<file path="src/sid_pkg.sv">
// constants, types and helpers of the silence interval detector
`default_nettype none

package sid_pkg;

    localparam int MAX_SAMPLES = 65536;
    localparam int IDX_W       = $clog2(MAX_SAMPLES);
    localparam int SAMPLE_W    = 32;
    localparam int THR_W       = 32;
    localparam int LEN_W       = 16;
    localparam int OUT_W       = 16;
    localparam int CFG_IDX_W   = 1;
    localparam int CMP_W       = (IDX_W + 1 > LEN_W) ? IDX_W + 1 : LEN_W;

    typedef logic [IDX_W-1:0] t_idx;

    localparam t_idx IDX_MAX = t_idx'(MAX_SAMPLES - 1);

    // register indexes of the configuration port
    localparam logic [CFG_IDX_W-1:0] REG_THRESHOLD = 1'b0;
    localparam logic [CFG_IDX_W-1:0] REG_MIN_LEN   = 1'b1;

    localparam logic [THR_W-1:0] THRESHOLD_RST = '0;
    localparam logic [LEN_W-1:0] MIN_LEN_RST   = LEN_W'(2);

    // exact magnitude, the most negative value gives 2^31
    function automatic logic [SAMPLE_W-1:0] magnitude(input logic signed [SAMPLE_W-1:0] s);
        logic [SAMPLE_W-1:0] u;
        u = s;
        return u[SAMPLE_W-1] ? (SAMPLE_W'(0) - u) : u;
    endfunction

    // low bits of an index, zero extended where the index is narrower
    function automatic logic [OUT_W-1:0] to_out(input t_idx v);
        logic [IDX_W+OUT_W-1:0] wide;
        wide = {{OUT_W{1'b0}}, v};
        return wide[OUT_W-1:0];
    endfunction

endpackage

`default_nettype wire

</file>
<file path="src/silence_interval_detector_core.sv">
// silence interval detector: input register, state update, result register
// an accepted item passes the input register and the state update, and its result is offered from the result register
// throughput: one item per cycle, set by the state update, while the result slot is not full and stalled
// the result register keeps taking items while the output side is not stalled
// synchronous active-low reset clears the index, run state and valid flags,
// and returns threshold to 0 and minimum silence length to 2
`default_nettype none

module silence_interval_detector_core (
    input  wire logic                              i_clk,
    input  wire logic                              i_rst_n,
    // configuration writes
    input  wire logic                              i_cfg_valid,
    output logic                                   o_cfg_ready,
    input  wire logic [sid_pkg::CFG_IDX_W-1:0]     i_cfg_index,
    input  wire logic [sid_pkg::THR_W-1:0]         i_cfg_data,
    // sample items
    input  wire logic                              i_in_valid,
    output logic                                   o_in_stall,
    input  wire logic signed [sid_pkg::SAMPLE_W-1:0] i_sample,
    input  wire logic                              i_last,
    // interval items
    output logic                                   o_out_valid,
    input  wire logic                              i_out_stall,
    output logic [sid_pkg::OUT_W-1:0]              o_interval_start,
    output logic [sid_pkg::OUT_W-1:0]              o_interval_end
);

    // configuration registers
    logic [sid_pkg::THR_W-1:0] r_threshold;
    logic [sid_pkg::LEN_W-1:0] r_min_len;

    // input stage: magnitude is worked out on the way in
    logic                         r_in_valid;
    logic [sid_pkg::SAMPLE_W-1:0] r_mag;
    logic                         r_last;

    // detector state
    sid_pkg::t_idx r_idx,   n_idx;
    sid_pkg::t_idx r_start, n_start;
    logic          r_run,   n_run;
    logic          r_conf,  n_conf;

    // result register
    logic                      r_out_valid;
    logic [sid_pkg::OUT_W-1:0] r_out_start;
    logic [sid_pkg::OUT_W-1:0] r_out_end;

    logic                      out_free;
    logic                      advance;
    logic                      quiet;
    logic                      emit;
    sid_pkg::t_idx             res_start;
    sid_pkg::t_idx             res_end;
    logic [sid_pkg::CMP_W-1:0] run_len;

    // config is always taken; the user must write it only while idle, the block itself does not enforce this
    assign o_cfg_ready = 1'b1;

    always_ff @(posedge i_clk) begin
        if (!i_rst_n) begin
            r_threshold <= sid_pkg::THRESHOLD_RST;
            r_min_len   <= sid_pkg::MIN_LEN_RST;
        end else if (i_cfg_valid) begin
            unique case (i_cfg_index)
                sid_pkg::REG_THRESHOLD: r_threshold <= i_cfg_data;
                sid_pkg::REG_MIN_LEN:   r_min_len   <= i_cfg_data[sid_pkg::LEN_W-1:0];
                default: ;
            endcase
        end
    end

    // handshake: the held item moves on whenever the result slot is free
    assign out_free   = !r_out_valid || !i_out_stall;
    assign advance    = r_in_valid && out_free;
    assign o_in_stall = r_in_valid && !out_free;

    always_ff @(posedge i_clk) begin
        if (!i_rst_n) begin
            r_in_valid <= 1'b0;
        end else if (!o_in_stall) begin
            r_in_valid <= i_in_valid;
        end
    end

    always_ff @(posedge i_clk) begin
        if (!o_in_stall && i_in_valid) begin
            r_mag  <= sid_pkg::magnitude(i_sample);
            r_last <= i_last;
        end
    end

    // state update for the held item
    always_comb begin
        quiet     = r_mag < r_threshold;
        n_idx     = r_idx;
        n_start   = r_start;
        n_run     = r_run;
        n_conf    = r_conf;
        emit      = 1'b0;
        res_start = r_start;
        res_end   = r_start;
        run_len   = '0;

        if (quiet) begin
            // a fresh run starts at this sample
            if (!r_run) begin
                n_start = r_idx;
            end
            n_run   = 1'b1;
            run_len = sid_pkg::CMP_W'(r_idx - n_start) + sid_pkg::CMP_W'(1);
            if (run_len >= sid_pkg::CMP_W'(r_min_len)) begin
                n_conf = 1'b1;
            end
        end else begin
            // loud sample closes a confirmed silence at the previous index,
            // clamped to the start where saturation held the index still
            if (r_conf) begin
                emit      = 1'b1;
                res_start = r_start;
                res_end   = (r_idx > r_start) ? (r_idx - sid_pkg::t_idx'(1)) : r_start;
            end
            n_conf = 1'b0;
            n_run  = 1'b0;
        end

        if (r_last) begin
            // last sample inside a confirmed silence closes it here
            if (n_conf && !emit) begin
                emit      = 1'b1;
                res_start = n_start;
                res_end   = r_idx;
            end
            n_idx   = '0;
            n_start = '0;
            n_run   = 1'b0;
            n_conf  = 1'b0;
        end else if (r_idx < sid_pkg::IDX_MAX) begin
            n_idx = r_idx + sid_pkg::t_idx'(1);
        end
    end

    always_ff @(posedge i_clk) begin
        if (!i_rst_n) begin
            r_idx   <= '0;
            r_start <= '0;
            r_run   <= 1'b0;
            r_conf  <= 1'b0;
        end else if (advance) begin
            r_idx   <= n_idx;
            r_start <= n_start;
            r_run   <= n_run;
            r_conf  <= n_conf;
        end
    end

    // result register, reloaded whenever the slot is free
    always_ff @(posedge i_clk) begin
        if (!i_rst_n) begin
            r_out_valid <= 1'b0;
        end else if (out_free) begin
            r_out_valid <= advance && emit;
        end
    end

    always_ff @(posedge i_clk) begin
        if (advance && emit) begin
            r_out_start <= sid_pkg::to_out(res_start);
            r_out_end   <= sid_pkg::to_out(res_end);
        end
    end

    assign o_out_valid      = r_out_valid;
    assign o_interval_start = r_out_start;
    assign o_interval_end   = r_out_end;

endmodule

`default_nettype wire

</file>
<file path="config.mk">
export PLATFORM = sky130hd
export DESIGN_NAME = silence_interval_detector_core
export DESIGN_NICKNAME = d
export VERILOG_FILES = /design/src/sid_pkg.sv /design/src/silence_interval_detector_core.sv
export SDC_FILE = /design/constraint.sdc
export NUM_CORES = 1
export LEC_CHECK = 0
export ABC_AREA = 1
export BUFFER_PORTS_ARGS = -buffer_cell sky130_fd_sc_hd__buf_4
export CORE_MARGIN = 4
export CORE_UTILIZATION = 64
export CTS_CLUSTER_DIAMETER = 60
export CTS_CLUSTER_SIZE = 12
export DETAILED_ROUTE_END_ITERATION = 12
export PLACE_DENSITY = 0.86
export SETUP_SLACK_MARGIN = 0.02
export SLEW_MARGIN = 30
export SYNTH_ARGS = -nofsm -noshare
export SYNTH_HDL_FRONTEND = slang
export SYNTH_SLANG_ARGS = --single-unit
</file>
<file path="constraint.sdc">
create_clock -name i_clk -period 10.6 [get_ports i_clk]
set_clock_uncertainty 0.2 [all_clocks]
set_input_delay 1.06 -clock i_clk [delete_from_list [all_inputs] [get_ports i_clk]]
set_output_delay 1.06 -clock i_clk [all_outputs]
set_load 0.05 [all_outputs]
</file>
==> impl_metrics.env, run 1 <==
export IMPL_cts_tree="done"
export IMPL_synth_warnings=0
export IMPL_port_buffers=104
export IMPL_synthMuxAreaShare_pct=0
export IMPL_synth_cell_area_sq_um=9420
export IMPL_power_frac_seq_pct=40.5
export IMPL_ir_drop_v=0.000122
export IMPL_syn_nets=1343
export IMPL_r2r_slack_ns=4.97
export IMPL_tns_ns=0
export IMPL_switching_share_pct=28.3
export IMPL_fin_ws_ns=4.97
export IMPL_wl_microns=21500
export IMPL_synth_top_family_by_area="simple AND/OR/NAND/NOR gates"
export IMPL_clockBufferDepth=2
export IMPL_ios=106
export IMPL_crit_slowest_cell="dfxtp_1"
export IMPL_drive_gt1_share_pct=14.9
export IMPL_multi_input_area_sq_um=5010
export IMPL_drt_initial_drc_count=596
export IMPL_syn2layout_area_growth_pct=15.2
export IMPL_critPathArrivalTime_ns=5.51
export IMPL_post_cts_buffers=0
export IMPL_path_common_cell="nand2_1"
export IMPL_yosys_area_share_xor_xnor_pct=5.02
export IMPL_cts_resized=0
export IMPL_postSynthCellCount=1174
export IMPL_stdcell_area_sq_um=10900
export IMPL_ant_nets=0
export IMPL_min_from="r_threshold[0]$_SDFFE_PN0P_"
export IMPL_comb_power_share_pct=19.3
export IMPL_power_share_clock_pct=40.2
export IMPL_required_ns=10.49
export IMPL_grt_pass1_wl_microns=35200
export IMPL_synthAdderAreaFrac_pct=13.1
export IMPL_grt_max_degree=65
export IMPL_end_kind="flip-flop"
export IMPL_powerDensity_nw_per_um2=147
export IMPL_cts_htree_levels=4
export IMPL_synth_top_area_share_pct=20.7
export IMPL_hpwl_microns=15800
export IMPL_die_w_microns=129
export IMPL_diodes=0
export IMPL_vias=8065
export IMPL_status="finished, final reports clean"
export IMPL_yosysSeqAreaShare_pct=38.6
export IMPL_cp_max_fo=52
export IMPL_insertion_delay_ns=0.43
export IMPL_start_util_pct=65.1
export IMPL_firstDrtPassIters=5
export IMPL_clk_pin_slew_worst_paths_ns=0.06
export IMPL_root_buffer="clkbuf_16"
export IMPL_max_slew_margin_rel_pct=40.6
export IMPL_post_drt_wl_per_cell_microns=14.8
export IMPL_reg2reg_depth=25
export IMPL_postCtsHoldBufs=0
export IMPL_grt_usage_pct=26.3
export IMPL_timing_rr_start="r_run$_SDFFE_PN0P_"
export IMPL_vias_per_cell=5.55
export IMPL_fp_dieH_microns=129
export IMPL_preCtsSetupSlack_ns=5.01
export IMPL_synthSimpleGateAreaFrac_pct=17.8
export IMPL_timing_fmax_mhz=178
export IMPL_yosys_register_bits=149
export IMPL_fin_util_pct=75.0
export IMPL_holdCritPathClass="flip-flop to flip-flop"
export IMPL_hold_path_end="r_threshold[0]$_SDFFE_PN0P_"
export IMPL_cellLeakagePower_nw=4.65
export IMPL_core_area_sq_um=14500
export IMPL_hold_viol_final=0
export IMPL_p_int_mw=1.14
export IMPL_p_switching_uw=451
export IMPL_grt_overflow=0
export IMPL_yosysTopAreaCell="edfxtp_1"
export IMPL_startpoint_type="flip-flop"
export IMPL_synth_area_per_cell_sq_um=8.03
export IMPL_worst_pin_slew_ns=0.889
export IMPL_num_rows=44
export IMPL_min_path_cells=2
export IMPL_synth_area_leaders="edfxtp_1 21%, dfxtp_1 18%, ha_1 13%, nand2_1 9.3%, a21oi_1 6.6%"
export IMPL_fillers=1102
export IMPL_synth_compound_gate_area_share_pct=17.2
export IMPL_ff_latch_area_sq_um=3630
export IMPL_nNetsFinal=1425
export IMPL_cpPeakStageDelay_ns=0.90
export IMPL_cts_sinks=149
export IMPL_r2r_end="o_interval_start[5]$_DFFE_PP_"
export IMPL_crit_type="flip-flop to flip-flop"
export IMPL_fin_crit_sh_pct=53.1
export IMPL_synthDistinctLibCells=48
export IMPL_setup_viol=0
export IMPL_drc=0
export IMPL_crit_path_start="r_run$_SDFFE_PN0P_"
export IMPL_place_congestion=0.912
export IMPL_antenna_found_initial=0
export IMPL_dieArea_sq_um=16700
export IMPL_place_area_sq_um=10200
export IMPL_drv_slew=0
export IMPL_rsz0062_at_grt="false"
export IMPL_grt_pass1_vias=7627
export IMPL_final_min_clock_period_ns=5.63
export IMPL_drv_cap=0
export IMPL_cts_made_buffers=17
-- how the worst max path moves through the flow --
stage	end	slack [ns]	cells past startpoint
after floorplan	o_interval_end[0]$_DFFE_PP_	5.84	28
after global placement	o_interval_start[5]$_DFFE_PP_	4.85	25
after detailed placement	o_interval_start[5]$_DFFE_PP_	5.01	25
after CTS	o_interval_start[5]$_DFFE_PP_	4.99	25
after global routing	o_interval_start[3]$_DFFE_PP_	4.28	25
final	o_interval_start[5]$_DFFE_PP_	4.97	25
-- worst max-delay path: cells and delay by family, from the launching register on --
family	cells	cell delay (ns)
simple gates	12	1.48
fa+ha+maj	4	1.17
compound gates	4	1.05
flops	1	0.90
buf+inv	5	0.48
-- cell usage in the layout (no fill, tap or decap), types with 17 or more instances in the layout --
cell and instances:
nand2_1 233, inv_1 138, a21oi_1 124, o21ai_0 108, buf_4 106, ha_1 97, dfxtp_1 84, nor2_1 69
edfxtp_1 65, xor2_1 39, nand3_1 26, o21ai_1 18, clkbuf_16 17
-- per-stage QoR --
| step | power, mW | cells | hold slack, ns |
|---|---|---|---|
| 6_report | 1.60 | 1452 | 0.245 |
| 2_1_floorplan | 0.884 | 1174 | 0.224 |
| 5_1_grt | 1.66 | 1452 | 0.276 |
| 4_1_cts | 1.60 | 1452 | 0.250 |
| 3_5_place_dp | 0.962 | 1421 | 0.243 |
| 3_3_place_gp | 0.951 | 1421 | 0.235 |
-- Yosys cell counts (all sizes together) --
library cell  count
dfxtp            84
nor3             19
clkbuf           25
nand4            15
nor2             75
a211oi            3
clkinv            2
a311oi            1
o22ai             9
nor4              2
xor2             39
o21bai            3
o31ai             2
nand3            32
nand2           240
inv             150
or2               2
a21oi           125
o31a              2
xnor2            15
edfxtp           65
o21a              3
a221oi            1
o21ai           132
fa                1
buf              18
a21o              1
conb              1
a31oi             5
ha               97
o211ai            5
-- flip-flops by register name, summed over array words and instances (netlist names) --
signal	flops
r_start	16
r_threshold	32
r_last	1
r_min_len	16
o_out_valid	1
r_run	1
r_idx	16
r_mag	32
o_interval_start	16
r_conf	1
o_interval_end	16
r_in_valid	1
-- area by class of cell --
type,count,area share (%)
multi-input combinational,830,46.1
sequential,149,33.5
timing repair buffer,106,7.33
tap,184,2.12
clock inverter,12,1.64
inverter,152,5.25
clock buffer,19,4.08
-- routing by layer --
layer	vias up	routed length, microns	track usage [%]
li1	4109	-	-
met1	3631	8980	32.3
met2	269	10600	45.3
met3	56	1280	5.07
met4	0	683	10.9
met5	-	0	0
-- power groups by stage --
stage	sequential (mW)	clock [mW]	combinational (mW)
after global placement	0.658	0	0.293
after floorplan	0.681	0	0.203
after CTS	0.647	0.644	0.308
final	0.647	0.642	0.308
after detailed placement	0.659	0	0.303
after global routing	0.650	0.667	0.347
-- logic make-up after synthesis --
logic type | Yosys count
XOR/XNOR | 54
AO/OA/AOI/OAI | 292
buffers and inverters | 195
flip-flops | 149
AND/OR/NAND/NOR | 385
adder cells (fa/ha/maj) | 98
other | 1
(Power assumes the default switching activity.)
==> run 2, diff against run 1 <==
CORE_UTILIZATION = 60   (was 64)
PLACE_DENSITY = 0.81   (was 0.86)
clock period = 5.5 ns   (was 10.6 ns; I/O delays follow)
==> run 2 against run 1 <==
  * Flip-flop and latch count unchanged
  * Cell area is 0.81% higher
  * Utilization decreased by 3.5 points
  * Register-to-register slack got worse by 4.4 ns
  * Sequential power grew 93%
  * Fmax increased by 13%
  * Worst hold slack got worse by 0.14 ns
  * First-iteration DRC count grew 10%
  * Critical path type unchanged
  * Largest cell class unchanged
  * Largest power group unchanged
==> impl_metrics.env, run 2 (synthesis results as in run 1) <==
export IMPL_r2r_slack_ns=0.54
export IMPL_hpwl_microns=16400
export IMPL_post_drt_wl_per_cell_microns=14.7
export IMPL_drv_slew=0
export IMPL_syn2layout_area_growth_pct=16.2
export IMPL_timing_fmax_mhz=202
export IMPL_dieArea_sq_um=17800
export IMPL_vias=8169
export IMPL_cp_max_fo=34
export IMPL_max_slew_margin_rel_pct=45.7
export IMPL_core_area_sq_um=15300
export IMPL_path_common_cell="inv_1"
export IMPL_postCtsHoldBufs=0
export IMPL_setup_viol=0
export IMPL_placed_cells=1456
export IMPL_cellLeakagePower_nw=4.70
export IMPL_status="finished, final reports clean"
export IMPL_startpoint_type="flip-flop"
export IMPL_critPathArrivalTime_ns=4.91
export IMPL_grt_pass1_wl_microns=36700
export IMPL_clockBufferDepth=2
export IMPL_ios=106
export IMPL_wl_microns=21900
export IMPL_drt_initial_drc_count=656
export IMPL_drc=0
export IMPL_fillers=1233
export IMPL_multi_input_area_sq_um=5010
export IMPL_ff_latch_area_sq_um=3630
export IMPL_reg_top3="r_mag x32, r_threshold x32"
export IMPL_diodes=0
export IMPL_ant_nets=0
export IMPL_root_buffer="clkbuf_16"
export IMPL_rsz0062_at_grt="false"
export IMPL_preCtsSetupSlack_ns=0.484
export IMPL_vias_per_cell=5.49
export IMPL_antenna_found_initial=0
export IMPL_grt_usage_pct=25.2
export IMPL_cts_htree_levels=4
export IMPL_end_kind="flip-flop"
export IMPL_most_common_layout_cells="233 x nand2_1, 139 x inv_1, 124 x a21oi_1"
export IMPL_timing_rr_start="r_idx[1]$_SDFFE_PN0P_"
export IMPL_holdCritPathClass="primary input to flip-flop"
export IMPL_nNetsFinal=1433
export IMPL_drv_cap=0
export IMPL_fp_dieH_microns=133
export IMPL_crit_type="flip-flop to flip-flop"
export IMPL_fin_ws_ns=0.540
export IMPL_powerDensity_nw_per_um2=280
export IMPL_cts_made_buffers=17
export IMPL_insertion_delay_ns=0.43
export IMPL_drive_gt1_share_pct=15.3
export IMPL_required_ns=5.45
export IMPL_crit_path_start="r_idx[1]$_SDFFE_PN0P_"
export IMPL_grt_pass1_vias=7894
export IMPL_final_cells=1488
export IMPL_r2r_end="o_interval_start[15]$_DFFE_PP_"
export IMPL_crit_slowest_cell="fa_1"
export IMPL_num_rows=45
export IMPL_port_buffers=104
export IMPL_final_common_cell="nand2_1"
export IMPL_die_w_microns=133
export IMPL_clk_pin_slew_worst_paths_ns=0.06
export IMPL_final_min_clock_period_ns=4.96
export IMPL_cts_tree="done"
export IMPL_post_cts_buffers=0
export IMPL_endpoint="o_interval_start[15]$_DFFE_PP_"
export IMPL_hold_viol_final=0
export IMPL_tns_ns=0
export IMPL_p_total_mw=3.06
export IMPL_firstDrtPassIters=5
export IMPL_ir_drop_v=0.000231
export IMPL_start_util_pct=61.5
export IMPL_cpPeakStageDelay_ns=0.40
export IMPL_grt_max_degree=65
export IMPL_place_congestion=0.955
export IMPL_reg2reg_depth=25
export IMPL_cts_sinks=149
export IMPL_fin_crit_sh_pct=90.2
export IMPL_grt_overflow=0
export IMPL_worst_pin_slew_ns=0.813
## run 2: worst min path at each step
stage / startpoint / end / slack (ns) / cells after the start
detailed placement: r_threshold[0]$_SDFFE_PN0P_ / r_threshold[0]$_SDFFE_PN0P_ / 0.24 / 2
global route: i_last / r_last$_DFFE_PP_ / 0.09 / 1
global placement: r_threshold[0]$_SDFFE_PN0P_ / r_threshold[0]$_SDFFE_PN0P_ / 0.23 / 2
finish: i_last / r_last$_DFFE_PP_ / 0.11 / 1
floorplan: r_threshold[0]$_SDFFE_PN0P_ / r_threshold[0]$_SDFFE_PN0P_ / 0.22 / 2
CTS: i_last / r_last$_DFFE_PP_ / 0.1 / 1
## run 2: layout make-up
class                           count  area share [%]
Tap cell                          211            2.41
Inverter                          152            5.21
Sequential cell                   149            33.2
Multi-Input combinational cell    830            45.8
Timing Repair Buffer              114            7.82
Clock inverter                     13            1.65
Clock buffer                       19            3.95
## run 2: repair_timing
item                                    CTS  global route
endpoints found under the hold margin     0             0
endpoints found under the setup margin    0            41
gates resized for setup                   0             2
## run 2: per-layer routing
metal	share of wire, %	vias up	GRT usage, %
li1	-	4118	-
met1	42	3705	31.0
met2	48	281	43.6
met3	6.0	65	4.61
met4	3.5	0	10.6
met5	0	-	0
## run 2: stage by stage
step           util [%]  instance area, sq um  hold WS (ns)
3_5_place_dp       67.5                 10300         0.240
5_1_grt            71.5                 10900        0.0947
6_report           71.5                 10900         0.108
3_3_place_gp       67.4                 10300         0.234
4_1_cts            71.5                 10900        0.0987
2_1_floorplan         -                  9420         0.224
## run 2: critical path, delay by kind of cell, from the launching register on
family | cells | cell delay, ns
xor+xnor | 1 | 0.17
simple gates | 9 | 0.96
flops | 1 | 0.38
buf+inv | 6 | 0.78
fa+ha+maj | 4 | 1.10
compound gates | 5 | 1.09
## run 2: report_power, final
group	total [mW]	switching, mW	internal, mW
Sequential	1.25	0.0225	1.22
Combinational	0.598	0.382	0.216
Clock	1.22	0.461	0.758
Total	3.06	0.865	2.20
